**src/design/sha_pkg.sv**
```systemverilog
`default_nettype none
// ----------------------------------------------------------------------------
// sha_pkg
// shared types and constants for the sha-256 message digest block
// ----------------------------------------------------------------------------
package sha_pkg;

    localparam int QueueDepth = 4;

    typedef struct packed {
        logic [31:0] word;
        logic [2:0]  count;
        logic        last;
    } sha_item_t;

    localparam logic [31:0] IV [8] = '{
        32'h6a09e667, 32'hbb67ae85, 32'h3c6ef372, 32'ha54ff53a,
        32'h510e527f, 32'h9b05688c, 32'h1f83d9ab, 32'h5be0cd19
    };

    localparam logic [31:0] ROUND_K [64] = '{
        32'h428a2f98, 32'h71374491, 32'hb5c0fbcf, 32'he9b5dba5,
        32'h3956c25b, 32'h59f111f1, 32'h923f82a4, 32'hab1c5ed5,
        32'hd807aa98, 32'h12835b01, 32'h243185be, 32'h550c7dc3,
        32'h72be5d74, 32'h80deb1fe, 32'h9bdc06a7, 32'hc19bf174,
        32'he49b69c1, 32'hefbe4786, 32'h0fc19dc6, 32'h240ca1cc,
        32'h2de92c6f, 32'h4a7484aa, 32'h5cb0a9dc, 32'h76f988da,
        32'h983e5152, 32'ha831c66d, 32'hb00327c8, 32'hbf597fc7,
        32'hc6e00bf3, 32'hd5a79147, 32'h06ca6351, 32'h14292967,
        32'h27b70a85, 32'h2e1b2138, 32'h4d2c6dfc, 32'h53380d13,
        32'h650a7354, 32'h766a0abb, 32'h81c2c92e, 32'h92722c85,
        32'ha2bfe8a1, 32'ha81a664b, 32'hc24b8b70, 32'hc76c51a3,
        32'hd192e819, 32'hd6990624, 32'hf40e3585, 32'h106aa070,
        32'h19a4c116, 32'h1e376c08, 32'h2748774c, 32'h34b0bcb5,
        32'h391c0cb3, 32'h4ed8aa4a, 32'h5b9cca4f, 32'h682e6ff3,
        32'h748f82ee, 32'h78a5636f, 32'h84c87814, 32'h8cc70208,
        32'h90befffa, 32'ha4506ceb, 32'hbef9a3f7, 32'hc67178f2
    };

    localparam logic [7:0] PAD_BYTE = 8'h80;

endpackage
`default_nettype wire

```
**src/design/sha256_message_digest_top.sv**
```systemverilog
`default_nettype none
// ----------------------------------------------------------------------------
// sha256_message_digest_top
// streaming sha-256 digest of a word-oriented message
// ----------------------------------------------------------------------------
// A four-entry input queue takes requests while the core works. Each word is
// fetched from the queue and its bytes are packed one per cycle, pausing while
// a full block is compressed and added into the hash. After the final word
// the padding bytes are packed one per cycle, pausing again while a block is
// compressed, one or two blocks are compressed in all, and the eight digest
// words leave one per cycle while the receiver is ready, index 0 first.
module sha256_message_digest_top
(
    input  wire logic        clk,
    input  wire logic        rst_n,
    input  wire logic        s_tvalid,
    output logic             s_tready,
    input  wire logic [39:0] s_tdata,   // message_word, bytes_valid, zero fill
    input  wire logic        s_tlast,   // final_word
    output logic             m_tvalid,
    input  wire logic        m_tready,
    output logic [39:0] m_tdata,        // digest_word, digest_index, zero fill
    output logic             m_tlast    // digest_last
);
    import sha_pkg::*;

    logic      q_valid, q_pop;
    sha_item_t q_item;
    logic [31:0] dw;
    logic [2:0]  di;

    sha_front u_front
    (
        .clk(clk), .rst_n(rst_n),
        .s_tvalid(s_tvalid), .s_tready(s_tready),
        .s_word(s_tdata[31:0]), .s_count(s_tdata[34:32]), .s_last(s_tlast),
        .q_valid(q_valid), .q_pop(q_pop), .q_item(q_item)
    );

    sha_back u_back
    (
        .clk(clk), .rst_n(rst_n),
        .q_valid(q_valid), .q_pop(q_pop), .q_item(q_item),
        .m_tvalid(m_tvalid), .m_tready(m_tready),
        .m_word(dw), .m_index(di), .m_last(m_tlast)
    );

    assign m_tdata = {5'b0, di, dw};

endmodule
`default_nettype wire

```
**src/design/sha_front.sv**
```systemverilog
`default_nettype none
// ----------------------------------------------------------------------------
// sha_front
// accepts message words, clamps the byte count and queues them
// ----------------------------------------------------------------------------
module sha_front
(
    input  wire logic              clk,
    input  wire logic              rst_n,
    input  wire logic              s_tvalid,
    output logic                   s_tready,
    input  wire logic [31:0]       s_word,
    input  wire logic [2:0]        s_count,
    input  wire logic              s_last,
    output logic                   q_valid,
    input  wire logic              q_pop,
    output sha_pkg::sha_item_t     q_item
);
    import sha_pkg::*;

    localparam int AW = $clog2(QueueDepth);

    sha_item_t       mem [QueueDepth];
    logic [AW-1:0]   wp_reg, rp_reg;
    logic [AW:0]     cnt_reg;
    logic            push, pop;
    sha_item_t       item;

    assign s_tready = (cnt_reg != (AW+1)'(QueueDepth));
    assign push     = s_tvalid && s_tready;
    assign q_valid  = (cnt_reg != '0);
    assign pop      = q_pop && q_valid;
    assign q_item   = mem[rp_reg];

    always_comb
    begin
        item.word  = s_word;
        item.last  = s_last;
        item.count = (!s_last || s_count > 3'd4) ? 3'd4 : s_count;
    end

    always_ff @(posedge clk)
    begin
        if (push)
        begin
            mem[wp_reg] <= item;
        end
    end

    always_ff @(posedge clk or negedge rst_n)
    begin
        if (!rst_n)
        begin
            wp_reg  <= '0;
            rp_reg  <= '0;
            cnt_reg <= '0;
        end
        else
        begin
            if (push) wp_reg <= wp_reg + 1'b1;
            if (pop)  rp_reg <= rp_reg + 1'b1;
            cnt_reg <= cnt_reg + (AW+1)'(push) - (AW+1)'(pop);
        end
    end

    a_cnt_max: assert property (@(posedge clk) disable iff (!rst_n)
        cnt_reg <= (AW+1)'(QueueDepth))
        else $error("queue overfull");
    a_no_push_full: assert property (@(posedge clk) disable iff (!rst_n)
        (cnt_reg == (AW+1)'(QueueDepth)) |-> !push)
        else $error("push into full queue");
    a_count_ok: assert property (@(posedge clk) disable iff (!rst_n)
        push |-> item.count <= 3'd4)
        else $error("byte count too large");

endmodule
`default_nettype wire

```
**src/design/sha_back.sv**
```systemverilog
`default_nettype none
// ----------------------------------------------------------------------------
// sha_back
// packs bytes, pads, runs the 64 rounds and emits the digest
// ----------------------------------------------------------------------------
module sha_back
(
    input  wire logic              clk,
    input  wire logic              rst_n,
    input  wire logic              q_valid,
    output logic                   q_pop,
    input  wire sha_pkg::sha_item_t q_item,
    output logic                   m_tvalid,
    input  wire logic              m_tready,
    output logic [31:0]            m_word,
    output logic [2:0]             m_index,
    output logic                   m_last
);
    import sha_pkg::*;

    typedef enum logic [5:0] {
        ST_TAKE  = 6'b000001,
        ST_BYTE  = 6'b000010,
        ST_PAD   = 6'b000100,
        ST_ROUND = 6'b001000,
        ST_ADD   = 6'b010000,
        ST_OUT   = 6'b100000
    } state_t;

    state_t        state_reg;
    sha_item_t     cur_reg;
    logic [1:0]    bi_reg;
    logic [31:0]   blk_reg [16];
    logic [5:0]    fill_reg;
    logic [60:0]   total_reg;
    logic [31:0]   h_reg [8];
    logic [31:0]   w_reg [16];
    logic [31:0]   a_reg, b_reg, c_reg, d_reg, e_reg, f_reg, g_reg, hh_reg;
    logic [5:0]    rnd_reg;
    logic          padding_reg;
    logic [3:0]    pad_i_reg;
    logic [2:0]    oi_reg;
    logic [63:0]   bits_reg;

    logic [7:0]    pbyte;
    logic          do_push;
    logic [31:0]   wt, s0, s1, w_new, t1, t2, bs1, bs0, ch, mj;

    assign q_pop = (state_reg == ST_TAKE) && q_valid;

    assign m_tvalid = (state_reg == ST_OUT);
    assign m_word   = h_reg[oi_reg];
    assign m_index  = oi_reg;
    assign m_last   = (oi_reg == 3'd7);

    always_comb
    begin
        wt    = w_reg[0];
        s0    = {w_reg[1][6:0], w_reg[1][31:7]} ^ {w_reg[1][17:0], w_reg[1][31:18]}
                ^ (w_reg[1] >> 3);
        s1    = {w_reg[14][16:0], w_reg[14][31:17]} ^ {w_reg[14][18:0], w_reg[14][31:19]}
                ^ (w_reg[14] >> 10);
        w_new = w_reg[0] + s0 + w_reg[9] + s1;
        bs1   = {e_reg[5:0], e_reg[31:6]} ^ {e_reg[10:0], e_reg[31:11]}
                ^ {e_reg[24:0], e_reg[31:25]};
        ch    = (e_reg & f_reg) ^ (~e_reg & g_reg);
        t1    = hh_reg + bs1 + ch + ROUND_K[rnd_reg] + wt;
        bs0   = {a_reg[1:0], a_reg[31:2]} ^ {a_reg[12:0], a_reg[31:13]}
                ^ {a_reg[21:0], a_reg[31:22]};
        mj    = (a_reg & b_reg) ^ (a_reg & c_reg) ^ (b_reg & c_reg);
        t2    = bs0 + mj;
    end

    always_comb
    begin
        pbyte   = 8'h00;
        do_push = 1'b0;
        if (state_reg == ST_BYTE)
        begin
            do_push = (bi_reg < cur_reg.count[1:0]) || (cur_reg.count == 3'd4);
            pbyte   = cur_reg.word[31 - 8*bi_reg -: 8];
        end
        else if (state_reg == ST_PAD)
        begin
            do_push = 1'b1;
            if (!padding_reg)
                pbyte = PAD_BYTE;
            else if (pad_i_reg[3])
                pbyte = bits_reg[63 - 8*pad_i_reg[2:0] -: 8];
            else
                pbyte = 8'h00;
        end
    end

    always_ff @(posedge clk)
    begin
        if (state_reg == ST_TAKE && q_valid)
        begin
            cur_reg <= q_item;
        end
        if (do_push)
        begin
            if (fill_reg[1:0] == 2'd0)
                blk_reg[fill_reg[5:2]] <= {pbyte, 24'h0};
            else
                blk_reg[fill_reg[5:2]][31 - 8*fill_reg[1:0] -: 8] <= pbyte;
        end
        if (do_push && fill_reg == 6'd63)
        begin
            for (int i = 0; i < 15; i++)
                w_reg[i] <= blk_reg[i];
            w_reg[15] <= {blk_reg[15][31:8], pbyte};
            a_reg <= h_reg[0]; b_reg <= h_reg[1]; c_reg <= h_reg[2]; d_reg <= h_reg[3];
            e_reg <= h_reg[4]; f_reg <= h_reg[5]; g_reg <= h_reg[6]; hh_reg <= h_reg[7];
        end
        else if (state_reg == ST_ROUND)
        begin
            for (int i = 0; i < 15; i++)
                w_reg[i] <= w_reg[i+1];
            w_reg[15] <= w_new;
            hh_reg <= g_reg; g_reg <= f_reg; f_reg <= e_reg; e_reg <= d_reg + t1;
            d_reg <= c_reg; c_reg <= b_reg; b_reg <= a_reg; a_reg <= t1 + t2;
        end
    end

    always_ff @(posedge clk or negedge rst_n)
    begin
        if (!rst_n)
        begin
            state_reg   <= ST_TAKE;
            bi_reg      <= '0;
            fill_reg    <= '0;
            total_reg   <= '0;
            rnd_reg     <= '0;
            padding_reg <= 1'b0;
            pad_i_reg   <= '0;
            oi_reg      <= '0;
            bits_reg    <= '0;
            for (int i = 0; i < 8; i++)
                h_reg[i] <= IV[i];
        end
        else
        begin
            if (do_push)
                fill_reg <= fill_reg + 6'd1;
            unique case (state_reg)
                ST_TAKE:
                begin
                    if (q_valid)
                    begin
                        bi_reg    <= '0;
                        state_reg <= ST_BYTE;
                    end
                end
                ST_BYTE:
                begin
                    bi_reg <= bi_reg + 2'd1;
                    if (do_push && fill_reg == 6'd63)
                    begin
                        rnd_reg   <= '0;
                        state_reg <= ST_ROUND;
                    end
                    else if (bi_reg == 2'd3)
                    begin
                        total_reg <= total_reg + 61'(cur_reg.count);
                        if (cur_reg.last)
                        begin
                            bits_reg    <= {total_reg + 61'(cur_reg.count), 3'b000};
                            padding_reg <= 1'b0;
                            state_reg   <= ST_PAD;
                        end
                        else
                            state_reg <= ST_TAKE;
                    end
                end
                ST_PAD:
                begin
                    if (padding_reg && pad_i_reg[3])
                        pad_i_reg <= pad_i_reg + 4'd1;
                    else if (fill_reg == 6'd55)
                        pad_i_reg <= 4'd8;
                    else if (!padding_reg)
                        pad_i_reg <= 4'd1;
                    padding_reg <= 1'b1;
                    if (fill_reg == 6'd63)
                    begin
                        rnd_reg   <= '0;
                        state_reg <= ST_ROUND;
                    end
                end
                ST_ROUND:
                begin
                    rnd_reg <= rnd_reg + 6'd1;
                    if (rnd_reg == 6'd63)
                        state_reg <= ST_ADD;
                end
                ST_ADD:
                begin
                    h_reg[0] <= h_reg[0] + a_reg; h_reg[1] <= h_reg[1] + b_reg;
                    h_reg[2] <= h_reg[2] + c_reg; h_reg[3] <= h_reg[3] + d_reg;
                    h_reg[4] <= h_reg[4] + e_reg; h_reg[5] <= h_reg[5] + f_reg;
                    h_reg[6] <= h_reg[6] + g_reg; h_reg[7] <= h_reg[7] + hh_reg;
                    if (padding_reg && pad_i_reg == 4'd0)
                    begin
                        oi_reg    <= '0;
                        state_reg <= ST_OUT;
                    end
                    else if (padding_reg)
                        state_reg <= ST_PAD;
                    else if (bi_reg == 2'd0)
                    begin
                        total_reg <= total_reg + 61'(cur_reg.count);
                        if (cur_reg.last)
                        begin
                            bits_reg    <= {total_reg + 61'(cur_reg.count), 3'b000};
                            padding_reg <= 1'b0;
                            state_reg   <= ST_PAD;
                        end
                        else
                            state_reg <= ST_TAKE;
                    end
                    else
                        state_reg <= ST_BYTE;
                end
                ST_OUT:
                begin
                    if (m_tready)
                    begin
                        oi_reg <= oi_reg + 3'd1;
                        if (oi_reg == 3'd7)
                        begin
                            for (int i = 0; i < 8; i++)
                                h_reg[i] <= IV[i];
                            total_reg   <= '0;
                            fill_reg    <= '0;
                            padding_reg <= 1'b0;
                            pad_i_reg   <= '0;
                            state_reg   <= ST_TAKE;
                        end
                    end
                end
                default: state_reg <= ST_TAKE;
            endcase
        end
    end

    a_out_state: assert property (@(posedge clk) disable iff (!rst_n)
        m_tvalid |-> fill_reg == 6'd0)
        else $error("digest out with partial block");
    a_round_end: assert property (@(posedge clk) disable iff (!rst_n)
        (state_reg == ST_ROUND && rnd_reg == 6'd63) |=> state_reg == ST_ADD)
        else $error("round counter slip");
    a_out_hold: assert property (@(posedge clk) disable iff (!rst_n)
        (m_tvalid && !m_tready) |=> m_tvalid && $stable(oi_reg))
        else $error("digest word dropped");

endmodule
`default_nettype wire

```
**config.mk**
```make
export PLATFORM = sky130hd
export DESIGN_NAME = sha256_message_digest_top
export DESIGN_NICKNAME = d
export VERILOG_FILES = /design/src/design/sha_pkg.sv /design/src/design/sha256_message_digest_top.sv /design/src/design/sha_front.sv /design/src/design/sha_back.sv
export SDC_FILE = /design/constraint.sdc
export NUM_CORES = 2
export LEC_CHECK = 0
export BUFFER_PORTS_ARGS = -buffer_cell sky130_fd_sc_hd__buf_4
export CAP_MARGIN = 30
export CORE_ASPECT_RATIO = 1.5
export CORE_MARGIN = 1.5
export CORE_UTILIZATION = 55
export CTS_CLUSTER_DIAMETER = 150
export DETAILED_ROUTE_END_ITERATION = 10
export PLACE_DENSITY = 0.75
export RECOVER_POWER = 25
export SETUP_SLACK_MARGIN = 0.1
export SLEW_MARGIN = 20
export SYNTH_ARGS = -nofsm -noshare
export SYNTH_HDL_FRONTEND = slang
export SYNTH_SLANG_ARGS = --single-unit
```
**constraint.sdc**
```tcl
create_clock -name clk -period 18.17 [get_ports clk]
set_input_delay 0.9085 -clock clk [delete_from_list [all_inputs] [get_ports clk]]
set_output_delay 0.9085 -clock clk [all_outputs]
set_load 0.03 [all_outputs]
```
==> impl_metrics.tcl <==
set metrics [dict create \
    yosys_warnings 0 \
    die_area_um2 187000 \
    first_pass_iters 6 \
    criticalPathCategory "primary input to asynchronous set/reset pin" \
    grt_pass1_vias 74700 \
    finalSetupTns_ns 0 \
    cp-end-kind "asynchronous set/reset pin" \
    clock_latency_ns 0.86 \
    ys_seq_elements 1865 \
    grt_max_degree 192 \
    cts_tree "built" \
    timing.fmax_mhz 77.9 \
    core-area_um2 184000 \
    reg2reg_setup_slack_ns 6.46 \
    cp_slowest_stage_delay_ns 6.49 \
    clock-root-buffer "clkbuf_16" \
    async_reset_ff_frac 0.221 \
    finalMaxSlewViolations 844 \
    hpwl_um 218000 \
    fp-row-count 193 \
    cts_setup_buffers 0 \
    cts.repair.resized 0 \
    gp_congestion 1.03 \
    path_cells "clkbuf_1, clkbuf_1" \
    worst_pin_slew_ns 8.86 \
    finalClockSkew_ns 0.0539 \
    die_y_um 529 \
    cts.sinks 1865 \
    clockBufferDepth 3 \
    cts_buffers 177 \
    detail_route.vias_per_cell 6.08 \
    drive_above_1_share 0.0868 \
    initial_core_util 0.552 \
    largest_register_ffs 512 \
    grt_antenna_before_repair 7 \
    crit_top_cell "clkbuf_1" \
    cp-start-kind "primary input" \
    max-cap-violations 13 \
    outcome "finished, violations left" \
    drt_iter0_markers 6849 \
    portBuffers 77 \
    area_delta_synth_final_pct 9.03 \
    htreeDepth 4 \
    wl_per_cell_um 25.5 \
    io-pin-count 88 \
    fin_util 0.602 \
    pre_cts_ws_ns 6.61 \
    synth_edf_count 1452 \
    avgSynthCellArea_um2 10.6 \
    hold_path.class "primary input to flip-flop" \
    synth_cell_type_count 104 \
    wl_um 308000 \
    violations "max-capacitance violations, max-slew violations" \
    grt_usage 0.329 \
    synth_cells 9545 \
    cts_hold_buf 0 \
    crit_path_max_fanout 144 \
    final_common_cell "nand2_1" \
    path_clk_slew_ns 0.06 \
    drc 0 \
    synth_flop_cell "edfxtp_1" \
    globalRouteOverflowTotal 0 \
    layout.nets 10100 \
    cp_num_buf_inv 2 \
    final_cell_mix "nand2_1 (2,570), edfxtp_1 (1,452), nor2_1 (563)" \
    setup_violations 0 \
    min_period_ns 12.84 \
    critPathArrivalTime_ns 11.55 \
    hold_viol 0 \
    slowest_stage "clkbuf_1" \
    seq_area_frac_synth 0.533 \
    vias 73500 \
    rsz0062_at_grt "no" \
    period_share 0.707 \
    fin_ws_ns 5.33 \
    cp_top_family "buffers and inverters" \
    relSlewSlack -4.91 \
    die_w_um 354 \
    syn_area_um2 102000 \
    required_ns 16.88 \
    ant_nets 0 \
    grt_pass1_wl_um 459000 \
]
synthesized netlist by cell type, types with 18 or more instances:
master,number,area (um^2)
a211oi_1,52,390
a21o_1,140,1050
a21oi_1,511,2560
a22o_1,18,158
a31oi_1,45,282
and2_1,23,144
and3_1,51,319
buf_1,34,128
clkbuf_1,400,1500
dfrtp_1,276,6910
dfstp_2,137,3600
edfxtp_1,1452,43600
fa_1,197,3940
ha_1,414,5180
inv_1,331,1240
maj3_1,27,270
mux2_2,43,484
mux2i_1,47,470
mux4_2,128,2880
nand2_1,2570,9650
nand2b_1,77,482
nand3_1,93,465
nand4_1,30,188
nor2_1,572,2150
nor2b_1,53,332
nor3_1,81,405
o211ai_1,29,218
o21a_1,60,450
o21ai_0,531,2660
o21bai_1,51,383
o22a_1,19,166
o22ai_1,18,113
o31ai_1,72,541
or3_1,30,188
xnor2_1,417,3650
xor2_1,208,1820
stage by stage:
step | std cells | hold slack, ns | area [um^2]
2_1_floorplan | 9549 | 0.445 | 102000
3_3_place_gp | 11700 | 0.459 | 105000
3_5_place_dp | 11700 | 0.468 | 105000
4_1_cts | 12100 | 0.0449 | 111000
5_1_grt | 12100 | 0.281 | 111000
6_report | 12100 | 0.297 | 111000
cell type report:
class,count,area [um^2]
flip-flops and latches,1865,54100
multi-input cells,6894,44600
well taps,2437,3050
fillers,14700,73200
clock buffers,234,4870
diodes,2,5.00
repair buffers,216,1680
clock inverters,99,1180
inverters,334,1260
cell families after synthesis:
kind of cell               after synthesis  share of synthesized area
AOI/OAI and AO/OA                     1742                      0.106
xor gates and xnor gates               627                     0.0543
adders and majority gates              638                     0.0925
buffers and inverters                  790                     0.0297
DFF                                   1865                      0.533
muxes                                  218                     0.0378
other                                    1                  0.0000369
and+or+nand+nor                       3664                      0.147
routing by layer:
layer  wire [um]  up-vias  GRT usage
met5          41        -          0
met4       32200        6      0.289
met3       18900     1076     0.0459
met2      154000     3240      0.569
met1      103000    35900      0.351
li1            -    33200          -
final timing paths:
check | startpoint | cells after the start | endpoint
worst min register to register | u_back.bits_reg[11] | 2 | u_back.bits_reg[11]
worst max-delay path | rst_n | 2 | u_back.h_reg[244]
min in group asynchronous | rst_n | 1 | u_front.rp_reg[1]
worst max register to register | u_back.rnd_reg[0] | 34 | u_back.a_reg[31]
max in group clk | u_back.rnd_reg[0] | 34 | u_back.a_reg[31]
worst min-delay path | s_tdata[5] | 1 | u_front.mem[0][9]
Power is not shown: default switching activity piles up to over one toggle a cycle in this logic, so the estimate is an artifact.
